**src/rtl/isd_pkg.sv**
```systemverilog
// Package for the indentation style detector: item structs, codes, constants
// and small helper functions. Depends on nothing; the divider and the top level import it.
`default_nettype none
package isd_pkg;

  localparam int unsigned LINE_BUFFER_BYTES_DEF = 256;
  localparam int unsigned MAX_STEP               = 8;
  localparam int unsigned HIST_DEPTH             = MAX_STEP + 1;
  localparam int unsigned CFG_ADDR_W             = 3;
  localparam logic [15:0] MAX_LINES_RESET        = 16'd10000;

  localparam logic [7:0] CHAR_SPACE = 8'h20;
  localparam logic [7:0] CHAR_TAB   = 8'h09;
  localparam logic [7:0] CHAR_COMMA = 8'h2C;

  // Register index of max_lines_inspected.
  localparam logic REG_MAX_LINES = 1'b0;

  typedef enum logic [1:0] {
    OP_BYTE   = 2'd0,
    OP_EOL    = 2'd1,
    OP_FINISH = 2'd2
  } op_e;

  localparam logic [1:0] MODE_UNDECIDED = 2'd0;
  localparam logic [1:0] MODE_SOFT      = 2'd1;
  localparam logic [1:0] MODE_HARD      = 2'd2;

  typedef enum logic [3:0] {
    S_IDLE,
    S_BYTE,
    S_EOL,
    S_DIFF,
    S_AL1,
    S_AL2,
    S_AL3,
    S_DIV,
    S_COMMIT,
    S_SCAN,
    S_OUT
  } state_e;

  typedef struct packed {
    logic [1:0] operation;
    logic [7:0] text_byte;
  } in_item_t;

  typedef struct packed {
    logic [1:0]  tab_mode;
    logic [3:0]  indent_step;
    logic [15:0] lines_inspected;
  } out_item_t;

  typedef struct packed {
    logic        start;
    logic [15:0] dividend;
    logic [15:0] divisor;
  } div_req_t;

  typedef struct packed {
    logic        busy;
    logic        done;
    logic [15:0] quot;
    logic        rem_zero;
  } div_rsp_t;

  function automatic logic [15:0] sat_inc(input logic [15:0] v);
    return (v == 16'hFFFF) ? v : v + 16'd1;
  endfunction

  function automatic logic [15:0] sub_floor(input logic [15:0] a, input logic [15:0] b);
    return (a > b) ? a - b : 16'd0;
  endfunction

  function automatic logic [15:0] abs_diff(input logic [15:0] a, input logic [15:0] b);
    return (a > b) ? a - b : b - a;
  endfunction

  // Preference order of the step search: 2, 4, 6, 8, 3, 5, 7.
  function automatic logic [3:0] step_order(input logic [2:0] k);
    logic [3:0] s;
    case (k)
      3'd0:    s = 4'd2;
      3'd1:    s = 4'd4;
      3'd2:    s = 4'd6;
      3'd3:    s = 4'd8;
      3'd4:    s = 4'd3;
      3'd5:    s = 4'd5;
      default: s = 4'd7;
    endcase
    return s;
  endfunction

endpackage
`default_nettype wire

```
**src/rtl/isd_divider.sv**
```systemverilog
// Iterative restoring divider, one quotient bit a cycle, 16 quotient bits a division.
// Depends on isd_pkg for the request and response structs.
`default_nettype none
module isd_divider (
  input  logic               clk_i,
  input  logic               rst_ni,
  input  isd_pkg::div_req_t  req_i,
  output isd_pkg::div_rsp_t  rsp_o
);
  import isd_pkg::*;

  logic [15:0] quo_q, rem_q, dsr_q;
  logic [4:0]  cnt_q;
  logic        busy_q, done_q;
  logic [16:0] shifted, trial;

  assign shifted = {rem_q, quo_q[15]};
  assign trial   = shifted - {1'b0, dsr_q};

  always_ff @(posedge clk_i or negedge rst_ni) begin
    if (!rst_ni) begin
      busy_q <= 1'b0;
      done_q <= 1'b0;
      cnt_q  <= '0;
    end else begin
      done_q <= 1'b0;
      if (req_i.start) begin
        busy_q <= 1'b1;
        cnt_q  <= 5'd16;
      end else if (busy_q) begin
        cnt_q <= cnt_q - 5'd1;
        if (cnt_q == 5'd1) begin
          busy_q <= 1'b0;
          done_q <= 1'b1;
        end
      end
    end
  end

  always_ff @(posedge clk_i) begin
    if (req_i.start) begin
      quo_q <= req_i.dividend;
      rem_q <= '0;
      dsr_q <= req_i.divisor;
    end else if (busy_q) begin
      if (!trial[16]) begin
        rem_q <= trial[15:0];
        quo_q <= {quo_q[14:0], 1'b1};
      end else begin
        rem_q <= shifted[15:0];
        quo_q <= {quo_q[14:0], 1'b0};
      end
    end
  end

  assign rsp_o.busy     = busy_q;
  assign rsp_o.done     = done_q;
  assign rsp_o.quot     = quo_q;
  assign rsp_o.rem_zero = (rem_q == 16'd0);

endmodule
`default_nettype wire

```
**config.mk**
```make
export PLATFORM = sky130hd
export DESIGN_NAME = isd_divider
export DESIGN_NICKNAME = d
export VERILOG_FILES = /design/src/rtl/isd_pkg.sv /design/src/rtl/isd_divider.sv
export SDC_FILE = /design/constraint.sdc
export NUM_CORES = 1
export LEC_CHECK = 0
export ABC_CLOCK_PERIOD_IN_PS = 2700
export BUFFER_PORTS_ARGS = -buffer_cell sky130_fd_sc_hd__buf_2
export CORE_MARGIN = 2
export CORE_UTILIZATION = 58
export CTS_BUF_LIST = sky130_fd_sc_hd__clkbuf_8
export CTS_CLUSTER_SIZE = 40
export DETAILED_ROUTE_END_ITERATION = 6
export HOLD_SLACK_MARGIN = 0.1
export PLACE_DENSITY_LB_ADDON = 0.08
export SLEW_MARGIN = 20
export SYNTH_ARGS = -nofsm -noshare
export SYNTH_HDL_FRONTEND = slang
export SYNTH_SLANG_ARGS = --single-unit
```
**constraint.sdc**
```tcl
create_clock -name clk_i -period 2.7 [get_ports clk_i]
set_clock_uncertainty 0.05 [all_clocks]
set_input_delay 0 -clock clk_i [delete_from_list [all_inputs] [get_ports clk_i]]
set_output_delay 0 -clock clk_i [all_outputs]
set_load 0.01 [all_outputs]
```
; Word-level counts from Yosys, hierarchy flattened
; Cells that the tools add are included.
; W data, S select, Z words.
[classes]
n_reduce_logical = 2
eq_ne = 1
mux = 12
add_sub_neg = 2
[ops]
columns = operator, count
row1 = $mux W16, 3
row2 = $sub A17 B16 Y17, 1
row3 = $logic_not A16 Y1, 1
row4 = $mux W5, 2
row5 = $mux W1, 7
row6 = $eq A5 B1 Y1 const B, 1
row7 = $sub A5 B1 Y5 const B, 1
row8 = $reduce_bool A2 Y1, 1
[totals]
wordCells = 23
ff_bits = 55
in_bits = 35

; Longest topological paths before layout
; Gate-level depths: netlist of run 1.
[logic_depth]
ltp_word = 4
depth_mapped = 11
mapped_depth_nobuf = 10

; Least setup slack after synthesis of run 1
; Ideal clock, no wire load.
[synth_timing]
path_kind = reg-to-reg
startpoint = reg quo_q[15]
endpoint = reg rem_q[0]
path_slack_ps = 233
setup_ps = 86
synth_period_minus_slack_ps = 2467
stages_incl_launch_ff = 11
arrival_time_ps = 2331
cell_sequence = edfxtp_1 > inv_1 > ha_1 > fa_1 > nand2b_1 > a21oi_1 > o21ai_1 > nand3b_2 > xor2_2 > mux2_1 > a211oi_1
[synth_between]
elab_chain_cells = 2
[synth_rtl]
columns = element, line_no
row1 = from (decl), isd_divider.sv:12  ; logic [15:0] quo_q, rem_q, dsr_q;
row2 = from (signal assigned), isd_divider.sv:42  ; quo_q <= req_i.dividend;
row3 = from (signal assigned), isd_divider.sv:48  ; quo_q <= {quo_q[14:0], 1'b1};
row4 = from (signal assigned), isd_divider.sv:51  ; quo_q <= {quo_q[14:0], 1'b0};
row5 = $sub A17 B16 Y17, isd_divider.sv:18  ; assign trial = shifted - {1'b0, dsr_q};
row6 = $mux W16 *, isd_divider.sv:46  ; if (!trial[16]) begin
row7 = to (signal assigned), isd_divider.sv:47  ; rem_q <= trial[15:0];
row8 = to (signal assigned), isd_divider.sv:50  ; rem_q <= shifted[15:0];
row9 = to (decl), isd_divider.sv:12
; Every way passes the cells marked *; elsewhere a longest branch is shown, timed or not.
; A chain may end at the register's enable or synchronous reset.

; Final worst setup path of run 1
; Ends and elaborated chain as after synthesis.

==> summary.txt, run 1 <==
Layout
  • Share of layout cells above drive strength 1: 24.47%
  • Synth-to-layout area growth: 27.14%
  • Number of nets in the layout: 429
  • N_diodes: 0
  • Util after Layout: 76.11%
  • Final cell count without fillers: 446

Worst hold path
  • Hold Path Class: in2reg
  • WHS Path Cells: 2
  • Hold path endpoint: dsr_q[12]
  • Hold path start: req_i[12]

STA
  • Fin. max-slew vios: 0
  • F_max: 404.2 MHz
  • Setup_tns: 0 ps
  • Worst Max-Slew Pin Slew: 624.8 ps
  • Final setup vio count: 0
  • Part of the cycle the worst path needs: 91.63%
  • Minimum clock period: ~2500 ps
  • Slew HR: 58.30%
  • Fin Hold WS: around 330 ps
  • RSZ-0062 raised after global routing: no
  • Final hold violation count: 0

Clocking
  • Clock Path Buffers: 2
  • H-Tree Depth: 2
  • Clk_lat worst skew: 320 ps
  • CTS tree: done
  • Reg clk slew, reported paths: 110 ps
  • Post-CTS Setup Bufs: 0
  • CTS sink count: 55
  • Clock root cell: clkbuf_8
  • Num CTS Buffers: 5

Logic synthesis
  • EDFF count, synth: 32
  • Syn_nets: 338
  • Syn. warnings: 0
  • Syn Area/Cell: roughly 11 µm²
  • Synth unique cells: 48
  • Cells after synthesis: 284
  • Simple-Gate Fraction of Synth Area: 11.86%
  • Share of flip-flops with an asynchronous set or reset: between 10 and 15%
  • Synth Area in Compound Gates: 12.31%
  • Synthesized-area fraction occupied by adder cells: 8.072%
  • Largest family of logic cells by synthesized area: compound AO/OA/AOI/OAI gates
  • Mapped Area: 0.003038 mm²
  • Flops & latches, synth: 55
  • Xor/xnor cell area share of the yosys netlist: 4.860%
  • Ys flop type: edfxtp_1
  • Multiplexer share of the synthesized area: 9.926%
  • Fraction of the yosys area taken by sequential cells: 47.94%

Power and ir drop
  • Power per standard cell area: 848.9 mW/mm²
  • LEAKAGE: 1.683 nW
  • Tot Pwr: 3.279 mW
  • Peak VDD IR: 638.3 µV

Setup path
  • R2R Setup Slk: approximately 230 ps
  • Critical path class: reg2reg
  • Reg2Reg Launch Point: quo_q[15]
  • Delay of the slowest critical-path stage: 390 ps
  • Endpoint type of the worst setup path: flop
  • Slowest CP cell: fa_1
  • Crit Reg-Reg Endpoint: rem_q[0]
  • WP data arrival: 2670 ps
  • Req. time, crit path: a little under 3000 ps
  • CP cell instances: inv_1, ha_1, fa_1, nand2b_1, a21oi_2, o21ai_1, nand3b_2, xor2_4, mux2_1, a211oi_1
  • Worst-path maximum fanout: 5
  • Top cell family by delay on the critical path: adder cells
  • Worst Reg-to-Reg Cells: 10
  • Crit path buf inv count: 1
  • Startpoint types: flop

Routing
  • DRT Pass-1 Iters: 4
  • Routed WL: 6321 µm
  • WL per Instance: 14.17 µm
  • Total DRC errors in the routed layout: 0
  • Starting DRC count in detailed routing: 110
  • Number of vias per cell: 5.397
  • Via count: 2407
  • Antenna-violating nets left: 0

Placed design
  • Placed cells: 402
  • Placer Congestion: 0.8986
  • Dpl hpwl: approximately 4300 µm
  • PortBufs: 53

GRT
  • Initial antenna violation count: 0
  • Pin count of the biggest net entering global routing: 35
  • Global-route wire length before repair: 10700 µm
  • Met1 Usage GRT: about 31%
  • GR Overflow Total: 0
  • Grt peak-use layer: met2
  • Met3 track demand over resource: 3.791%
  • Vias in the first global route: 2311
  • Grt met2 use: 38.23%
  • Total GRT Usage: 22.95%

Job
  • Max-Cap Viols: 0

Outcome
  • Outcome: completed

Die
  • Chip height: approximately 76 µm
  • FP Rows: 26
  • DIE WIDTH: 76.37 µm
  • Core area: 0.005075 mm²
  • Initial Utilization: 59.86%
  • IO Count: 54
  • Die area: 0.005832 mm²
-- cell usage in the layout (no fill, tap or decap), types with 2 or more instances in the layout --
cell / count
xor2_1: 4
nor4_1: 5
nand2_1: 18
inv_1: 22
buf_4: 8
nand3_1: 3
dlygate4sd3_1: 35
a21o_1: 5
o211ai_1: 2
nand3b_1: 3
dfxtp_1: 16
mux2_2: 16
a21oi_1: 16
xnor2_1: 11
o221ai_1: 3
edfxtp_1: 32
dfrtp_1: 7
buf_2: 54
nor2b_1: 2
nor3_1: 6
inv_8: 2
clkbuf_8: 5
ha_1: 18
nand4_1: 2
o21ai_0: 11
a211oi_1: 10
nand2b_1: 6
mux2i_1: 11
nor2_1: 21
-- synthesized netlist by cell type, types with 4 or more instances --
| master | n | area share, % |
|---|---|---|
| a211oi_1 | 10 | 2.5 |
| a21o_1 | 5 | 1.2 |
| a21oi_1 | 17 | 2.8 |
| clkbuf_1 | 8 | 0.99 |
| dfrtp_1 | 7 | 5.8 |
| dfxtp_1 | 16 | 11 |
| edfxtp_1 | 32 | 32 |
| ha_1 | 18 | 7.4 |
| inv_1 | 22 | 2.7 |
| mux2_2 | 16 | 5.9 |
| mux2i_1 | 11 | 3.6 |
| nand2_1 | 18 | 2.2 |
| nand2b_1 | 6 | 1.2 |
| nor2_1 | 21 | 2.6 |
| nor3_1 | 6 | 0.99 |
| nor4_1 | 5 | 1.0 |
| o21ai_0 | 11 | 1.8 |
| xnor2_1 | 11 | 3.2 |
| xor2_1 | 4 | 1.2 |
-- metal layers --
metal	wire length, µm	vias to the layer above
li1	-	1204
met1	2849	1136
met2	3118	57
met3	232	10
met4	122	0
met5	0	-
-- how the worst max path moves through the flow --
stage          startpoint   endpoint  slack [ps]  cells past startpoint
3_5_place_dp    quo_q[15]  rem_q[12]         150                     11
5_1_grt         quo_q[15]   rem_q[0]          40                     10
3_3_place_gp    quo_q[15]   rem_q[7]         230                     11
6_report        quo_q[15]   rem_q[0]         230                     10
4_1_cts         quo_q[15]   rem_q[5]         140                     11
2_1_floorplan   quo_q[15]   rem_q[0]         230                     10
-- cells by family after synthesis --
| group | count (synthesis) |
|---|---|
| buf+inv | 36 |
| fa+ha+maj | 19 |
| simple gates | 72 |
| flops | 55 |
| compound gates | 58 |
| xor+xnor | 16 |
| mux | 28 |
-- metrics by stage --
stage | setup WS, ps | cell area [µm²]
finish | 226.0 | 3862
global route | 43.86 | 3862
CTS | 138.2 | 3839
detailed placement | 149.1 | 3388
global placement | 232.9 | 3388
floorplan | 233.4 | 3038
-- registers in the layout (all words and copies together) (netlist names) --
signal  count
busy_q      1
cnt_q       5
done_q      1
dsr_q      16
quo_q      16
rem_q      16
-- power breakdown --
part           switching (mW)  total [mW]  internal [mW]
Clock                   0.300       0.497          0.198
Combinational           0.765        1.53          0.770
Sequential              0.162        1.25           1.08
Total                    1.23        3.28           2.05
-- worst reg2reg max path: stages (launching register included) --
cell and delay, ps:
edfxtp_1 350, inv_1 50, ha_1 210, fa_1 390, nand2b_1 190, a21oi_2 140, o21ai_1 90, nand3b_2 140
xor2_4 220, mux2_1 350, a211oi_1 220
-- repair_timing --
item / CTS / global route
setup endpoints to repair: 0 / 7
endpoints found under the hold margin: 54 / 0
hold buffers: 35 / 0
resized for setup: 0 / 3
-- layout make-up --
cell class	count	area (µm²)
clock inverter	3	31.28
tap	70	87.58
sequential	55	1456
fill	367	1212
inverter	22	82.58
timing repair buffer	98	691.9
multi-input combinational	193	1444
clock buffer	5	68.82
No activity file was read; power rests on OpenSTA's default activity.
==> run 2, diff against run 1 <==
Settings changed: MAX_ROUTING_LAYER set to met4.
==> run 2 against run 1 <==
Effect of this change: critical path depth did not move; utilization did not move; sequential share of layout area did not move; sequential power barely moved; global-route usage rose by 0.69 points; cell count did not move; die area did not move; highest routed layer unchanged.
==> summary.txt, run 2 (synthesized netlist as in run 1, its figures left out) <==
GRT
  • Initial antenna violation count: 0 (unchanged)
  • Total GRT Usage: 23.64% (+0.69 points)
  • Pin count of the biggest net entering global routing: 35 (unchanged)
  • GR Overflow Total: 0 (unchanged)
  • Vias in the first global route: 2308 (-0.13%)
  • Global-route wire length before repair: 10710 µm (about the same)

Clocking
  • Clock Path Buffers: 2 (unchanged)
  • CTS tree: done
  • Num CTS Buffers: 5 (unchanged)
  • CTS sink count: 55 (unchanged)
  • Reg clk slew, reported paths: 110 ps (about the same)
  • Post-CTS Setup Bufs: 0 (unchanged)
  • H-Tree Depth: 2 (unchanged)
  • Clk_lat worst skew: 320 ps (about the same)
  • Clock root cell: clkbuf_8

Die
  • Chip height: 76.37 µm (unchanged)
  • DIE WIDTH: 76.37 µm (unchanged)
  • Core area: 0.005075 mm² (unchanged)
  • IO Count: 54 (unchanged)
  • Initial Utilization: 59.86% (unchanged)
  • Die area: 0.005832 mm² (unchanged)
  • FP Rows: 26 (unchanged)

Layout
  • Fillcell total: 367 (unchanged)
  • Number of nets in the layout: 429 (unchanged)
  • Commonest cells after routing, fill and taps aside: 54 x buf_2, 35 x dlygate4sd3_1, 32 x edfxtp_1
  • Util after Layout: 76.11% (unchanged)
  • Share of layout cells above drive strength 1: 24.47% (unchanged)
  • N_diodes: 0 (unchanged)
  • Multi-input combinational cell area: 0.001444 mm² (unchanged)
  • Synth-to-layout area growth: 27.14% (unchanged)
  • FF+latch area: 0.001456 mm² (unchanged)
  • Top Registers: dsr_q: 16 flops, quo_q: 16 flops, rem_q: 16 flops
  • Commonest non-fill, non-tap cell in the layout: buf_2

Power and ir drop
  • NetSw: 1.228 mW (about the same)
  • Combinational power share: 46.8% (about the same)
  • Reg power frac: 38.0% (about the same)
  • Peak VDD IR: 638.4 µV (about the same)
  • Cell-internal power: 2.052 mW (about the same)
  • LEAKAGE: 1.683 nW (unchanged)
  • Sw Ratio: 37.44% (about the same)
  • Clk pwr share: 15.2% (about the same)
  • Power per standard cell area: 849.1 mW/mm² (about the same)

STA
  • Worst Max-Slew Pin Slew: 626.6 ps (+1.778 ps)
  • Slew HR: 58.18% (-0.12 points)
  • Final hold violation count: 0 (unchanged)
  • Final setup vio count: 0 (unchanged)
  • Part of the cycle the worst path needs: 91.60% (about the same)
  • RSZ-0062 raised after global routing: no
  • F_max: 404.3 MHz (about the same)
  • Setup_tns: 0 ps (unchanged)
  • Minimum clock period: 2473 ps (-0.7470 ps)
  • PnR worst setup slack: 226.7 ps (+0.7470 ps)
  • Fin. max-slew vios: 0 (unchanged)

Routing
  • Number of vias per cell: 5.390 (-0.12%)
  • Antenna-violating nets left: 0 (unchanged)
  • Routed WL: 6347 µm (+0.41%)
  • Total DRC errors in the routed layout: 0 (unchanged)
  • Starting DRC count in detailed routing: 121 (+10%)
  • WL per Instance: 14.23 µm (+0.41%)
  • Via count: 2404 (-0.12%)
  • DRT Pass-1 Iters: 4 (unchanged)

Worst hold path
  • WHS Path Cells: 2 (unchanged)
  • Hold path start: req_i[12]
  • Hold path endpoint: dsr_q[12]
  • Hold Path Class: in2reg

Setup path
  • Req. time, crit path: 2900 ps (about the same)
  • Worst Reg-to-Reg Cells: 10 (unchanged)
  • Slowest CP cell: fa_1
  • Startpoint types: flop
  • R2R Setup Slk: 230 ps (about the same)
  • Critical path class: reg2reg
  • Endpoint type of the worst setup path: flop
  • Reg2Reg Launch Point: quo_q[15]
  • Worst-path maximum fanout: 5 (unchanged)
  • Crit Reg-Reg Endpoint: rem_q[0]
  • CP cell instances: inv_1, ha_1, fa_1, nand2b_1, a21oi_2, o21ai_1, nand3b_2, xor2_4, mux2_1, a211oi_1
  • WP data arrival: 2670 ps (about the same)
  • Delay of the slowest critical-path stage: 390 ps (about the same)

Placed design
  • PortBufs: 53 (unchanged)
  • Dpl ws: 149.1 ps (unchanged)
  • Placer Congestion: 0.9139 (+1.7%)
  • Dpl hpwl: 4269 µm (unchanged)

Outcome
  • Outcome: completed

Job
  • Max-Cap Viols: 0 (unchanged)
## run 2: what timing repair did
item | in CTS | in global routing
gates resized for setup | 0 | 3
hold buffers | 35 | 0
hold endpoints to repair | 54 | 0
endpoints found under the setup margin | 0 | 7
## run 2: layer usage
layer  track usage [%]  wire length (µm)  share of wire [%]
met5                 -                 0                  0
met4             8.000               123                1.9
met3             3.791               249                3.9
met2             37.88              3123                 49
met1             30.94              2851                 45
## run 2: worst max path at each step
stage	cells past startpoint	from	slack, ps	to
after floorplan	10	quo_q[15]	230	rem_q[0]
after global placement	11	quo_q[15]	230	rem_q[7]
after detailed placement	11	quo_q[15]	150	rem_q[12]
after CTS	11	quo_q[15]	140	rem_q[5]
after global routing	10	quo_q[15]	40	rem_q[0]
final	10	quo_q[15]	230	rem_q[0]
## run 2: area by class of cell
| type | count | area share (%) |
|---|---|---|
| clock buffers | 5 | 1.782 |
| clock inverters | 3 | 0.8098 |
| inverters | 22 | 2.138 |
| multi-input cells | 193 | 37.38 |
| flip-flops and latches | 55 | 37.71 |
| well taps | 70 | 2.268 |
| repair buffers | 98 | 17.91 |
## run 2: through the flow
stage	std cells	area [µm²]	power [mW]	hold slack, ps
after global routing	446	3862	3.507	334.7
after CTS	445	3839	3.239	324.1
after floorplan	284	3038	2.313	-345.6
after global placement	402	3388	2.673	-212.8
final	446	3862	3.280	333.4
after detailed placement	402	3388	2.694	-210.2
## run 2: power groups by stage
stage	logic, mW	clock network, mW	registers (mW)
floorplan	1.07	0	1.24
global placement	1.42	0	1.26
detailed placement	1.43	0	1.26
CTS	1.48	0.514	1.24
global route	1.70	0.538	1.27
finish	1.53	0.499	1.25
## run 2: critical path, delay by kind of cell, from the launching register on
kind | cells | cell delay (ps)
XOR/XNOR | 1 | 220
buffers and inverters | 1 | 50
multiplexers | 1 | 350
AND/OR/NAND/NOR | 2 | 330
flip-flops | 1 | 350
AO/OA/AOI/OAI | 3 | 450
adder cells (fa/ha/maj) | 2 | 600
